--- src/hw/rtl/itoa_pkg.sv ---
// itoa_pkg: shared types, constants and helpers for the integer to ascii radix unit
// no dependencies; imported by itoa_divider and integer_to_ascii_radix_unit
package itoa_pkg;

   // default operand width and csr geometry
   localparam int VALUE_WIDTH_DEFAULT = 64;
   localparam int CSR_ADDR_WIDTH      = 3;
   localparam int CSR_DATA_WIDTH      = 32;
   localparam int RADIX_WIDTH         = 6;

   // register indexes (paddr[2])
   localparam logic REG_CONVERSION_BASE = 1'b0;

   // radix limits and reset value
   localparam logic [RADIX_WIDTH-1:0] RADIX_MIN     = 6'd2;
   localparam logic [RADIX_WIDTH-1:0] RADIX_MAX     = 6'd36;
   localparam logic [RADIX_WIDTH-1:0] RADIX_DECIMAL = 6'd10;

   // character codes
   localparam logic [7:0] CHAR_ZERO    = 8'h30;
   localparam logic [7:0] CHAR_A_LOWER = 8'h61;
   localparam logic [7:0] CHAR_MINUS   = 8'h2d;

   // sequencer states
   typedef enum logic [2:0] {
      S_IDLE,
      S_DIV,
      S_READ,
      S_LOAD,
      S_SEND
   } itoa_state_type;

   // status from the shared divider
   typedef struct packed {
      logic done;
      logic quot_zero;
   } itoa_div_status_type;

   // clamp a raw radix setting to 2..36
   function automatic logic [RADIX_WIDTH-1:0] effective_radix(
      input logic [RADIX_WIDTH-1:0] raw
   );
      logic [RADIX_WIDTH-1:0] r;
      begin
         r = raw;
         if (raw < RADIX_MIN) r = RADIX_MIN;
         else if (raw > RADIX_MAX) r = RADIX_MAX;
         return r;
      end
   endfunction

   // digit value to ascii: 0-9 then a-z
   function automatic logic [7:0] digit_char(input logic [RADIX_WIDTH-1:0] d);
      logic [7:0] c;
      begin
         if (d < RADIX_DECIMAL) c = CHAR_ZERO + {2'b00, d};
         else c = CHAR_A_LOWER + {2'b00, d - RADIX_DECIMAL};
         return c;
      end
   endfunction

endpackage

--- src/hw/rtl/itoa_divider.sv ---
// itoa_divider: restoring divider, one quotient bit per cycle, small divisor
// depends on itoa_pkg
module itoa_divider
   import itoa_pkg::*;
#(
   parameter int VALUE_WIDTH = VALUE_WIDTH_DEFAULT
) (
   input  logic                       clock,
   input  logic                       reset,
   input  logic                       start,
   input  logic [VALUE_WIDTH-1:0]     dividend,
   input  logic [RADIX_WIDTH-1:0]     divisor,
   output logic [VALUE_WIDTH-1:0]     quotient,
   output logic [RADIX_WIDTH-1:0]     remainder,
   output itoa_div_status_type        status
);

   localparam int CntWidth = (VALUE_WIDTH > 1) ? $clog2(VALUE_WIDTH) : 1;

   logic [VALUE_WIDTH-1:0] quot_ff, quot_in;
   logic [RADIX_WIDTH-1:0] rem_ff, rem_in;
   logic [RADIX_WIDTH-1:0] div_ff, div_in;
   logic [CntWidth-1:0]    cnt_ff, cnt_in;
   logic                   busy_ff, busy_in;
   logic                   done_ff, done_in;
   logic [RADIX_WIDTH:0]   trial;
   logic [RADIX_WIDTH:0]   diff;
   logic                   fits;

   // one restoring step: shift in next dividend bit, subtract if it fits
   always_comb begin
      trial = {rem_ff, quot_ff[VALUE_WIDTH-1]};
      fits  = (trial >= {1'b0, div_ff});
      diff  = trial - {1'b0, div_ff};
   end

   // next state of the divider
   always_comb begin
      quot_in = quot_ff;
      rem_in  = rem_ff;
      div_in  = div_ff;
      cnt_in  = cnt_ff;
      busy_in = busy_ff;
      done_in = 1'b0;
      if (start) begin
         quot_in = dividend;
         rem_in  = '0;
         div_in  = divisor;
         cnt_in  = CntWidth'(VALUE_WIDTH - 1);
         busy_in = 1'b1;
      end else if (busy_ff) begin
         quot_in = {quot_ff[VALUE_WIDTH-2:0], fits};
         rem_in  = fits ? diff[RADIX_WIDTH-1:0] : trial[RADIX_WIDTH-1:0];
         cnt_in  = cnt_ff - 1'b1;
         if (cnt_ff == '0) begin
            busy_in = 1'b0;
            done_in = 1'b1;
         end
      end
   end

   // control registers
   always_ff @(posedge clock) begin
      if (reset) begin
         busy_ff <= 1'b0;
         done_ff <= 1'b0;
      end else begin
         busy_ff <= busy_in;
         done_ff <= done_in;
      end
   end

   // datapath registers
   always_ff @(posedge clock) begin
      quot_ff <= quot_in;
      rem_ff  <= rem_in;
      div_ff  <= div_in;
      cnt_ff  <= cnt_in;
   end

   assign quotient         = quot_ff;
   assign remainder        = rem_ff;
   assign status.done      = done_ff;
   assign status.quot_zero = (quot_ff == '0);

endmodule

--- src/hw/rtl/integer_to_ascii_radix_unit.sv ---
// integer_to_ascii_radix_unit: renders a signed integer as ascii text in radix 2..36
// depends on itoa_pkg and itoa_divider
//
// Usage: a request on req_ carries one signed value (low VALUE_WIDTH bits used).
// The rsp_ channel returns its characters one per response, most significant
// first, rsp_last_char set on the final one. In radix 10 a negative value
// starts with '-'; in other radices it prints as its unsigned bit pattern.
// The radix is the csr register at address 0 (values clamp to 2..36), reset 10.
// Sequence: digits come from a shared bit-serial divider and are written to a
// digit memory; characters are then read back through S_READ, S_LOAD and
// S_SEND, with S_SEND waiting out any stall on rsp_ready. req_ready is high
// only when idle, one request at a time.
// A stalled receiver holds the response register and the whole unit waits.
// Reset clears the sequencer and returns the radix to 10; no clearing pass.
module integer_to_ascii_radix_unit
   import itoa_pkg::*;
#(
   parameter int VALUE_WIDTH = VALUE_WIDTH_DEFAULT
) (
   input  logic                      clock,
   input  logic                      reset,
   // request channel
   input  logic                      req_valid,
   output logic                      req_ready,
   input  logic signed [63:0]        req_value_in,
   // response channel
   output logic                      rsp_valid,
   input  logic                      rsp_ready,
   output logic [7:0]                rsp_char_code,
   output logic                      rsp_last_char,
   // csr port
   input  logic                      psel,
   input  logic                      penable,
   input  logic                      pwrite,
   input  logic [CSR_ADDR_WIDTH-1:0] paddr,
   input  logic [CSR_DATA_WIDTH-1:0] pwdata,
   output logic [CSR_DATA_WIDTH-1:0] prdata,
   output logic                      pready
);

   localparam int AddrWidth  = (VALUE_WIDTH > 1) ? $clog2(VALUE_WIDTH) : 1;
   localparam int DepthWidth = $clog2(VALUE_WIDTH + 1);

   itoa_state_type         state_ff, state_in;
   logic [RADIX_WIDTH-1:0] radix_ff, radix_in;
   logic [RADIX_WIDTH-1:0] div_radix_ff, div_radix_in;
   logic                   neg_ff, neg_in;
   logic [DepthWidth-1:0]  depth_ff, depth_in;
   logic                   rsp_valid_ff, rsp_valid_in;
   logic [7:0]             char_ff, char_in;
   logic                   last_ff, last_in;

   logic                   div_start;
   logic [VALUE_WIDTH-1:0] div_dividend;
   logic [VALUE_WIDTH-1:0] div_quotient;
   logic [RADIX_WIDTH-1:0] div_remainder;
   itoa_div_status_type    div_status;

   logic [RADIX_WIDTH-1:0] digit_mem [VALUE_WIDTH];
   logic                   mem_we;
   logic [AddrWidth-1:0]   mem_waddr;
   logic                   mem_re;
   logic [AddrWidth-1:0]   mem_raddr;
   logic [RADIX_WIDTH-1:0] mem_rdata_ff;

   logic [VALUE_WIDTH-1:0] raw_value;
   logic [VALUE_WIDTH-1:0] neg_value;
   logic [RADIX_WIDTH-1:0] req_radix;
   logic                   req_neg_dec;
   logic                   csr_write;

   // csr access
   assign pready    = 1'b1;
   assign csr_write = psel && penable && pwrite && (paddr[2] == REG_CONVERSION_BASE);
   assign radix_in  = csr_write ? pwdata[RADIX_WIDTH-1:0] : radix_ff;
   assign prdata    = (paddr[2] == REG_CONVERSION_BASE)
                      ? {{(CSR_DATA_WIDTH-RADIX_WIDTH){1'b0}}, radix_ff} : '0;

   // request decode: sign handling and radix clamp
   always_comb begin
      raw_value   = req_value_in[VALUE_WIDTH-1:0];
      neg_value   = ~raw_value + 1'b1;
      req_radix   = effective_radix(radix_ff);
      req_neg_dec = raw_value[VALUE_WIDTH-1] && (req_radix == RADIX_DECIMAL);
   end

   // shared divider
   itoa_divider #(
      .VALUE_WIDTH (VALUE_WIDTH)
   ) u_divider (
      .clock     (clock),
      .reset     (reset),
      .start     (div_start),
      .dividend  (div_dividend),
      .divisor   (div_radix_in),
      .quotient  (div_quotient),
      .remainder (div_remainder),
      .status    (div_status)
   );

   // sequencer: next state and outputs
   always_comb begin
      state_in     = state_ff;
      div_radix_in = div_radix_ff;
      neg_in       = neg_ff;
      depth_in     = depth_ff;
      rsp_valid_in = rsp_valid_ff;
      char_in      = char_ff;
      last_in      = last_ff;
      div_start    = 1'b0;
      div_dividend = div_quotient;
      mem_we       = 1'b0;
      mem_waddr    = depth_ff[AddrWidth-1:0];
      mem_re       = 1'b0;
      mem_raddr    = AddrWidth'(depth_ff - 1'b1);
      req_ready    = 1'b0;
      unique case (state_ff)
         S_IDLE: begin
            req_ready = 1'b1;
            if (req_valid) begin
               div_radix_in = req_radix;
               neg_in       = req_neg_dec;
               depth_in     = '0;
               div_start    = 1'b1;
               div_dividend = req_neg_dec ? neg_value : raw_value;
               state_in     = S_DIV;
            end
         end
         S_DIV: begin
            if (div_status.done) begin
               mem_we   = 1'b1;
               depth_in = depth_ff + 1'b1;
               if (!div_status.quot_zero) begin
                  div_start = 1'b1;
               end else if (neg_ff) begin
                  char_in      = CHAR_MINUS;
                  last_in      = 1'b0;
                  rsp_valid_in = 1'b1;
                  state_in     = S_SEND;
               end else begin
                  state_in = S_READ;
               end
            end
         end
         S_READ: begin
            mem_re   = 1'b1;
            depth_in = depth_ff - 1'b1;
            state_in = S_LOAD;
         end
         S_LOAD: begin
            char_in      = digit_char(mem_rdata_ff);
            last_in      = (depth_ff == '0);
            rsp_valid_in = 1'b1;
            state_in     = S_SEND;
         end
         S_SEND: begin
            if (rsp_ready) begin
               rsp_valid_in = 1'b0;
               state_in     = last_ff ? S_IDLE : S_READ;
            end
         end
         default: begin
            state_in = S_IDLE;
         end
      endcase
   end

   // control registers
   always_ff @(posedge clock) begin
      if (reset) begin
         state_ff     <= S_IDLE;
         radix_ff     <= RADIX_DECIMAL;
         rsp_valid_ff <= 1'b0;
         depth_ff     <= '0;
      end else begin
         state_ff     <= state_in;
         radix_ff     <= radix_in;
         rsp_valid_ff <= rsp_valid_in;
         depth_ff     <= depth_in;
      end
   end

   // payload registers
   always_ff @(posedge clock) begin
      div_radix_ff <= div_radix_in;
      neg_ff       <= neg_in;
      char_ff      <= char_in;
      last_ff      <= last_in;
   end

   // digit memory, least significant digit at address 0
   always_ff @(posedge clock) begin
      if (mem_we) digit_mem[mem_waddr] <= div_remainder;
      if (mem_re) mem_rdata_ff <= digit_mem[mem_raddr];
   end

   assign rsp_valid     = rsp_valid_ff;
   assign rsp_char_code = char_ff;
   assign rsp_last_char = last_ff;

   // no new request while a response is pending
   assert property (@(posedge clock) disable iff (reset) req_ready |-> !rsp_valid)
      else $error("request accepted while response pending");

   // divider only finishes while the sequencer waits for it
   assert property (@(posedge clock) disable iff (reset) div_status.done |-> state_ff == S_DIV)
      else $error("divider done outside divide phase");

   // digit count never exceeds the memory depth
   assert property (@(posedge clock) disable iff (reset)
      depth_ff <= DepthWidth'(VALUE_WIDTH))
      else $error("digit count overflow");

   // last character only once all digits are drained
   assert property (@(posedge clock) disable iff (reset)
      rsp_valid && rsp_last_char |-> depth_ff == '0)
      else $error("last character with digits left");

endmodule

--- config.mk ---
export PLATFORM = sky130hd
export DESIGN_NAME = integer_to_ascii_radix_unit
export DESIGN_NICKNAME = d
export VERILOG_FILES = /design/src/hw/rtl/itoa_pkg.sv /design/src/hw/rtl/itoa_divider.sv /design/src/hw/rtl/integer_to_ascii_radix_unit.sv
export SDC_FILE = /design/constraint.sdc
export NUM_CORES = 1
export LEC_CHECK = 0
export BUFFER_PORTS_ARGS = -buffer_cell sky130_fd_sc_hd__buf_2
export CAP_MARGIN = 20
export CELL_PAD_IN_SITES_DETAIL_PLACEMENT = 2
export CELL_PAD_IN_SITES_GLOBAL_PLACEMENT = 2
export CORE_UTILIZATION = 31
export CTS_CLUSTER_DIAMETER = 50
export DETAILED_ROUTE_END_ITERATION = 8
export GPL_TIMING_DRIVEN = 0
export PLACE_DENSITY = 0.56
export SYNTH_ARGS = -nofsm -noshare
export SYNTH_HDL_FRONTEND = slang
export SYNTH_HIERARCHICAL = 1
export SYNTH_SLANG_ARGS = --single-unit
--- constraint.sdc ---
create_clock -name clock -period 4.45 [get_ports clock]
set_input_delay 0.6675 -clock clock [delete_from_list [all_inputs] [get_ports clock]]
set_output_delay 0.6675 -clock clock [all_outputs]
set_load 0.05 [all_outputs]
==> metrics, run 1 <==
CTS tree yes; commonest non-fill, non-tap cell in the layout edfxtp_1; RR Startpoint u_divider/quotient[32]; Reg2Reg Setup Slack 0.19 ns; Area after DPL 25,100 µm²; worst hold-check path type primary input to flop; most frequent cells in the layout edfxtp_1 (470), nor2_1 (144), mux4_2 (120); # rows a little under 100; H-tree lvl count 3; Worst Clk Skew approximately 0.026 ns; routability cong. approximately 0.8; die area 75,900 µm²; number of DRC markers in iteration 0 749; sequential-to-total area share from yosys stat 0.641; WS Path Type flop to flop; yosys warns 6; internal power 10.2 mW; CP required 4.76 ns; Pleak 9.27 nW; floorplan die width 275 µm; Reg clk slew, reported paths 0.06 ns; synth top area cells edfxtp_1 (61%), mux4_2 (12%), dfxtp_1 (3.2%); RSZ-0062 raised after global routing false; Max VDD drop 0.318 mV; cts repair resizes 15; worst hold margin 0.261 ns; Cell Chain, Critical Path nor4_1 -> nand4_1 -> nor4_2 -> o21ai_1 -> clkbuf_2 -> clkbuf_2 -> or2_4 -> buf_16; Area Overhead vs Synth 19.7%; Final Slew Violations 0; Arr. time, crit path approximately 4.6 ns; CP endpoint kind flop; layout cells sized above 1 0.267; FF-to-FF path depth 8; Core Box Area 73,500 µm²; routed wire length 69,600 µm; Critical Path Max Stage Delay 0.72 ns; Hold Path Origin reset; antenna-violating nets left 0; Pre-antenna DRT Iters 5; clk buf depth 3; Final Hold Viols 0; post-synthesis area per instance around 15 µm²; Layout Cell Area excl Fill 27,700 µm²; reg2reg end u_divider/quotient[32]; mapped cell area 23,200 µm²; Worst setup SP type flop; nets@finish 1,884; Setup TNS 0 ns; Sink Count 507; vias in the first global route between 15,000 and 20,000; CTS buffer count 73; hold_buf cts 0; CP most frequent cell clkbuf_2; final setup vio count 0; number of synthesized register bits 507; FFs w/ async S/R, synth 0; via count ~14,000; DRC 0; hold path depth 2; # Post-CTS Setup Buffers 0; Vias/cell 5.09; Post-Place Worst Slack -1.62 ns; fmax about 0.23 GHz; post-synth top area share 0.609; starting density of the core 0.316; buffers added on ports 94; WL per Instance 25.1 µm; Clock power frac 0.429; Remaining Overflow, GRT 0; die height 275 µm; Worst Tran Pin Value 1.07 ns; library cells used by synthesis 68; Critical-path top delay cell nor4_2; final worst-path cycle share 0.957; maxcap violations 0; Top Ports 150; post-route minimum period 4.26 ns; first-pass GRT wire length 103,000 µm; final setup margin 0.190 ns; Most used DFF post-synth edfxtp_1; Post-synth EDFFs 470; Worst Hold Endpoint u_divider/busy_ff; Gate power share 0.149; cell count after synthesis between 1,500 and 2,000; GRT Total Usage 0.185; Psw a little under 4 mW; Clock Root Buffer clkbuf_16; initial antenna violation count 2; Critical Path Fanout Max 50; Worst slew margin 0.284; Worst-Skew Late Latency between 0.6 and 0.7 ns; largest net degree at the start of global routing 57; Reg power frac 0.422; power density over the cells 505 nW/µm²; post-DP HPWL roughly 50,000 µm; Yosys top cell by area edfxtp_1; status finished clean; Sw Ratio 0.276
[cell type report]
class	instances	area [µm²]
Inverter	38	143
Tap cell	959	1200
Fill cell	7406	45700
Multi-Input combinational cell	927	7770
Sequential cell	507	14900
Antenna cell	2	5.00
Timing Repair Buffer	105	678
Buffer	107	561
Clock inverter	51	643
Clock buffer	83	1890
[through the flow]
step,utilization,std cells,total power [mW]
after CTS,0.377,2773,14.2
after global placement,0.340,2634,8.01
after global routing,0.378,2779,14.6
after floorplan,-,1581,7.22
after detailed placement,0.342,2641,8.14
final,0.378,2779,14.0
[cells by family (layout without fill, tap and decap cells)]
group                      count (synthesis)  in the layout  synth area share
DFF                                      507            507             0.641
and+or+nand+nor                          399            399            0.0805
AOI/OAI and AO/OA                        203            203            0.0535
muxes                                    196            196             0.153
buffers and inverters                    147            384            0.0299
xor gates and xnor gates                  82             82            0.0310
adders and majority gates                 20             20            0.0110
other                                      2             29          0.000324
[sequential cells by signal (all words and copies together) (netlist names)]
register / cells
rsp_valid: 1
rsp_char_code: 8
radix_ff: 6
u_divider/remainder: 6
mem_rdata_ff: 6
u_divider/quotient: 64
neg_ff: 1
depth_ff: 7
u_divider/div_ff: 6
u_divider/done_ff: 1
u_divider/busy_ff: 1
digit_mem: 384
div_radix_ff: 6
u_divider/cnt_ff: 6
state_ff: 3
rsp_last_char: 1
[synthesized netlist by cell type (2+ instances only)]
| master | number |
|---|---|
| a211o_1 | 3 |
| a211oi_1 | 8 |
| a21oi_1 | 35 |
| a22oi_1 | 13 |
| a311oi_1 | 4 |
| a31oi_1 | 22 |
| a41oi_1 | 7 |
| and3_1 | 3 |
| buf_1 | 14 |
| buf_2 | 8 |
| buf_4 | 29 |
| buf_6 | 3 |
| clkbuf_1 | 55 |
| conb_1 | 2 |
| dfxtp_1 | 37 |
| edfxtp_1 | 470 |
| ha_1 | 18 |
| inv_1 | 37 |
| mux2_2 | 65 |
| mux2i_1 | 10 |
| mux4_2 | 120 |
| nand2_1 | 116 |
| nand2b_1 | 18 |
| nand3_1 | 14 |
| nand4_1 | 9 |
| nor2_1 | 144 |
| nor2b_1 | 9 |
| nor3_1 | 29 |
| nor3b_1 | 3 |
| nor4_1 | 25 |
| nor4_4 | 2 |
| nor4b_1 | 3 |
| o211ai_1 | 2 |
| o21ai_0 | 80 |
| o21ai_1 | 7 |
| o221ai_1 | 2 |
| o31ai_1 | 5 |
| o32ai_1 | 3 |
| o41ai_1 | 2 |
| or2_2 | 3 |
| or3_1 | 9 |
| or4_1 | 2 |
| xnor2_1 | 59 |
| xor2_1 | 23 |
[critical path, delay by kind of cell, from the launching register on]
| family | cells | cell delay [ns] |
|---|---|---|
| and+or+nand+nor | 4 | 2.06 |
| AOI/OAI and AO/OA | 1 | 0.41 |
| DFF | 1 | 0.42 |
| buffers and inverters | 3 | 1.05 |
[power groups by stage]
stage                     combinational, mW  sequential (mW)  clock [mW]
after global routing                   2.27             5.95        6.33
after global placement                 1.81             6.20           0
after detailed placement               2.12             6.02           0
final                                  2.09             5.92        6.01
after floorplan                        1.24             5.98           0
after CTS                              2.13             5.93        6.16
[metal layers]
metal / track usage / share of wire / wire [µm] / vias to the layer above
met4: 0.0452 / 0.020 / 1360 / 0
met3: 0.0234 / 0.025 / 1760 / 93
met1: 0.247 / 0.45 / 31400 / 7428
met2: 0.318 / 0.50 / 35200 / 229
met5: 0 / 0 / 0 / -
li1: - / - / - / 6397
[worst max path at each step]
stage | end | cells after the start | from
finish | u_divider/quotient[32] | 8 | u_divider/quotient[32]
floorplan | u_divider/quotient[0] | 9 | state_ff[2]
detailed placement | mem_rdata_ff[3] | 11 | depth_ff[0]
global route | u_divider/quotient[31] | 9 | state_ff[0]
CTS | mem_rdata_ff[1] | 9 | depth_ff[0]
global placement | u_divider/quotient[31] | 9 | req_valid
(Power assumes the default switching activity.)
==> run 2, diff against run 1 <==
--- a/config.mk
+++ b/config.mk
@@ -9,6 +9,7 @@
 export CAP_MARGIN = 20
 export CELL_PAD_IN_SITES_DETAIL_PLACEMENT = 2
 export CELL_PAD_IN_SITES_GLOBAL_PLACEMENT = 2
+export CORE_MARGIN = 2
 export CORE_UTILIZATION = 31
 export CTS_CLUSTER_DIAMETER = 50
 export DETAILED_ROUTE_END_ITERATION = 8
==> metrics, run 2 (synthesized netlist as in run 1, its figures left out) <==
status finished clean; Remaining Overflow, GRT 0 (unchanged); Worst slew margin 0.256 (-0.0283); Final Slew Violations 0 (unchanged); Worst Tran Pin Value 1.11 ns (+0.0409 ns); maxcap violations 0 (unchanged); Critical Path Fanout Max 10 (-80%); H-tree lvl count 3 (unchanged); worst hold-check path type primary input to flop; CP required 4.78 ns (+0.02 ns); Worst-Skew Late Latency 0.62 ns (about the same); Clock Root Buffer clkbuf_16; first-pass GRT wire length 104,000 µm (+0.71%); CP endpoint kind flop; antenna-violating nets left 0 (unchanged); layout cells sized above 1 0.273 (+0.00580); Crit path buffers/inverters 6 (+3); routability cong. 0.753 (-3.4%); max reg flops 384 (unchanged); floorplan die width 277 µm (+0.73%); via count 14,200 (+0.085%); Critical Path Max Stage Delay 0.54 ns (-0.18 ns); Area Overhead vs Synth 20.3%; RSZ-0062 raised after global routing false; RR Startpoint depth_ff[0]; Hold Path Origin rsp_ready; Crit. Startpoint depth_ff[0]; clk buf depth 3 (unchanged); Sink Count 507 (unchanged); Core Box Area 74,200 µm² (+1.0%); Cell Chain, Critical Path clkbuf_4 -> clkbuf_2 -> inv_1 -> ha_1 -> clkbuf_2 -> clkbuf_4 -> clkbuf_2 -> mux4_2 -> mux4_2 -> a22oi_1 -> nand2_1; CP most frequent cell clkbuf_2; Setup TNS 0 ns (unchanged); Critical-path top delay cell mux4_2; Final Hold Viols 0 (unchanged); die area 77,000 µm² (+1.5%); Pre-antenna DRT Iters 6 (+1); Largest Register digit_mem; number of DRC markers in iteration 0 883 (+18%); Worst Clk Skew 0.0276 ns (+0.00145 ns); Reg clk slew, reported paths 0.05 ns (about the same); buffers added on ports 94 (unchanged); Arr. time, crit path 4.47 ns (-0.10 ns); Crit path max-delay family buffers and inverters; starting density of the core 0.312 (-0.00316); largest net degree at the start of global routing 59 (+3.5%); commonest non-fill, non-tap cell in the layout edfxtp_1; power density over the cells 510 nW/µm² (+0.98%); post-DP HPWL 48,700 µm (-0.43%); post-route insts no fill 2,799 (+0.72%); WS Path Type flop to flop; Max VDD drop 0.266 mV (-17%); post-route minimum period 4.14 ns (-0.118 ns); die height 277 µm (+0.73%); Vias/cell 5.06 (-0.63%); Pleak 9.35 nW (+0.80%); CTS tree yes; DP Cell Count 2,651 (+0.38%); # rows 100 (+1.0%); final setup vio count 0 (unchanged); vias in the first global route 15,700 (+1.2%); DRC 0 (unchanged); CTS buffer count 77 (+5.5%); most frequent cells in the layout edfxtp_1 (470), nor2_1 (144), mux4_2 (120); overall power 14.2 mW (+1.5%); # Post-CTS Setup Buffers 0 (unchanged); final worst-path cycle share 0.931 (-0.0266); fmax 0.241 GHz (+2.9%); initial antenna violation count 2 (unchanged); worst hold margin 0.291 ns (+0.0299 ns); Worst setup SP type flop; GRT Total Usage 0.181 (-0.00459); WL per Instance 24.8 µm (-0.89%); nets@finish 1,892 (+0.42%); Top Ports 150 (unchanged); routed wire length 69,500 µm (-0.18%)
[run 2: layout make-up]
| class | count | area (µm²) |
|---|---|---|
| antenna | 3 | 7.51 |
| buffer | 109 | 571 |
| clock buffer | 82 | 1970 |
| clock inverter | 57 | 678 |
| fill | 7458 | 46300 |
| inverter | 38 | 143 |
| multi-input combinational | 927 | 7770 |
| sequential | 507 | 14900 |
| tap | 969 | 1210 |
| timing repair buffer | 107 | 687 |
[run 2: repair_timing]
action                     4_1_cts  5_1_grt
gates resized for setup         17        2
setup endpoints to repair      144       58
hold buffers                     0        0
[run 2: routing by layer]
metal	share of wire	track usage
met1	0.45	0.236
met4	0.026	0.0545
met5	0	0
met2	0.50	0.307
met3	0.032	0.0309
[run 2: final timing paths]
check / to / slack (ns) / depth (start not counted)
min: rsp_valid / 0.29 / 2
min reg2reg: div_radix_ff[5] / 0.45 / 2
max: mem_rdata_ff[3] / 0.31 / 11
max reg2reg: mem_rdata_ff[3] / 0.31 / 11
[run 2: metrics by stage]
stage	worst slack, ns	instance area [µm²]	utilization
after floorplan	0.135	23300	-
final	0.308	27900	0.376
after global placement	-1.50	25000	0.337
after detailed placement	-1.52	25100	0.339
after global routing	0.0317	27900	0.376
after CTS	0.0174	27800	0.375
[run 2: power breakdown]
group | switching [mW] | total, mW | internal (mW)
logic | 1.25 | 2.08 | 0.835
clock network | 2.43 | 6.24 | 3.81
registers | 0.254 | 5.92 | 5.66
==> run 3, diff against run 2 <==
--- a/config.mk
+++ b/config.mk
@@ -13,7 +13,6 @@
 export CORE_UTILIZATION = 31
 export CTS_CLUSTER_DIAMETER = 50
 export DETAILED_ROUTE_END_ITERATION = 8
-export GPL_TIMING_DRIVEN = 0
 export PLACE_DENSITY = 0.56
 export SYNTH_ARGS = -nofsm -noshare
 export SYNTH_HDL_FRONTEND = slang
==> metrics, run 3 (synthesized netlist as in run 1, its figures left out) <==
clk buf depth 3 (unchanged); Crit path max-delay family multiplexers; Worst Hold Endpoint rsp_valid; most frequent cells in the layout edfxtp_1 (470), nor2_1 (144), mux4_2 (120); CTS tree yes; CP required 4.81 ns (+0.03 ns); Psw 3.78 mW (-4.0%); Gate power share 0.143 (-0.003); starting density of the core 0.312 (unchanged); routability cong. 0.755 (+0.31%); hold_buf cts 0 (unchanged); Critical-path top delay cell mux4_2; Largest Register digit_mem; Post-Place Worst Slack 0.806 ns (+2.33 ns); Critical Path Max Stage Delay 0.53 ns (about the same); layout cells sized above 1 0.263 (-0.0100); post-route minimum period 3.27 ns (-0.875 ns); Worst slew margin 0.323 (+0.0671); initial antenna violation count 0 (-2); # Post-CTS Setup Buffers 0 (unchanged); Final Slew Violations 0 (unchanged); die area 77,000 µm² (unchanged); RSZ-0062 raised after global routing false; commonest non-fill, non-tap cell in the layout edfxtp_1; overall power 13.9 mW (-2.3%); number of DRC markers in iteration 0 767 (-13%); Vias/cell 5.01 (-0.98%); Worst setup SP type flop; worst hold-check path type primary input to flop; maxcap violations 0 (unchanged); Top Ports 150 (unchanged); DP Cell Count 2,562 (-3.4%); nets@finish 1,796 (-5.1%); post-DP HPWL 41,400 µm (-15%); Cell Chain, Critical Path inv_1 -> ha_4 -> buf_12 -> buf_4 -> mux4_2 -> mux4_2 -> a22oi_1 -> nand2_1; Setup TNS 0 ns (unchanged); max reg flops 384 (unchanged); Pleak 9.05 nW (-3.2%); Hold Path Origin rsp_ready; internal power 10.1 mW (-1.6%); Reg2Reg Setup Slack 1.18 ns (+0.88 ns); antenna-violating nets left 0 (unchanged); Clock power frac 0.439 (about the same); # diodes 0 (-3); power density over the cells 509 nW/µm² (-0.32%); Pre-antenna DRT Iters 5 (-1); hold path depth 2 (unchanged); Sw Ratio 0.271 (-0.00487); final worst-path cycle share 0.734 (-0.197); worst hold margin 0.284 ns (-0.00726 ns); first-pass GRT wire length 96,300 µm (-7.2%); CP most frequent cell mux4_2; RR Startpoint depth_ff[1]; buffers added on ports 94 (unchanged); routed wire length 63,000 µm (-9.3%); Worst Tran Pin Value 1.01 ns (-0.0988 ns); Crit. Startpoint depth_ff[1]; floorplan die width 277 µm (unchanged); final setup margin 1.18 ns (+0.875 ns); CP endpoint kind flop; Clock Root Buffer clkbuf_16; Sink Count 507 (unchanged); Arr. time, crit path 3.62 ns (-0.85 ns); Final Hold Viols 0 (unchanged); Reg clk slew, reported paths 0.05 ns (about the same); CTS buffer count 76 (-1.3%); largest net degree at the start of global routing 103 (+75%); WL per Instance 23.3 µm (-6.1%); fmax 0.306 GHz (+27%); Worst Clk Skew 0.0331 ns (+0.00552 ns); post-route insts no fill 2,702 (-3.5%); H-tree lvl count 3 (unchanged); cts repair resizes 0 (-17); status finished clean; final cell utilization of the core 0.369 (-0.00744); GRT Total Usage 0.165 (-0.0154); Critical Path Fanout Max 39 (+29); DRC 0 (unchanged); Core Box Area 74,200 µm² (unchanged); Worst-Skew Late Latency 0.63 ns (about the same); Max VDD drop 0.255 mV (-4.1%); via count 13,500 (-4.4%); Area Overhead vs Synth 17.9%; reg2reg end mem_rdata_ff[2]; WS Path Type flop to flop; die height 277 µm (unchanged); Reg power frac 0.418 (+0.002); Remaining Overflow, GRT 0 (unchanged); FF-to-FF path depth 8 (-3); Area after DPL 24,700 µm² (-1.6%); Crit path buffers/inverters 3 (-3); final setup vio count 0 (unchanged); vias in the first global route 15,200 (-3.2%); Layout Cell Area excl Fill 27,300 µm² (-2.0%); # rows 100 (unchanged)
-- run 3: cell count changes in the layout (fill, tap and decap cells not counted), moves of 4 or more --
cell	change
buf_1	-14
buf_2	-9
buf_4	-8
buf_6	-4
clkbuf_1	-38
clkbuf_2	-10
clkinv_2	-5
inv_6	+4
-- run 3: power by group through the flow --
| stage | combinational [mW] | sequential [mW] | clock (mW) |
|---|---|---|---|
| 4_1_cts | 2.05 | 5.82 | 6.28 |
| 3_5_place_dp | 2.05 | 5.92 | 0 |
| 2_1_floorplan | 1.24 | 5.98 | 0 |
| 5_1_grt | 2.20 | 5.85 | 6.45 |
| 3_3_place_gp | 1.97 | 5.91 | 0 |
| 6_report | 1.99 | 5.81 | 6.11 |
-- run 3: worst max path at each step --
| stage | end | slack [ns] | cells past startpoint |
|---|---|---|---|
| detailed placement | u_divider/quotient[61] | 0.81 | 9 |
| global route | u_divider/quotient[12] | 0.96 | 8 |
| finish | mem_rdata_ff[2] | 1.18 | 8 |
| global placement | u_divider/quotient[61] | 0.86 | 9 |
| CTS | mem_rdata_ff[2] | 1.13 | 8 |
| floorplan | u_divider/quotient[0] | 0.14 | 9 |
-- run 3: layout make-up --
type | count | area [µm²]
fill | 7375 | 46800
sequential | 507 | 14900
multi-input combinational | 927 | 7780
clock buffer | 85 | 1940
tap | 969 | 1210
timing repair buffer | 121 | 736
clock inverter | 55 | 671
inverter | 38 | 143
-- run 3: metal layers --
layer | part of all wire | track usage
met1 | 0.43 | 0.207
met2 | 0.51 | 0.290
met3 | 0.029 | 0.0294
met4 | 0.025 | 0.0500
met5 | 0 | 0
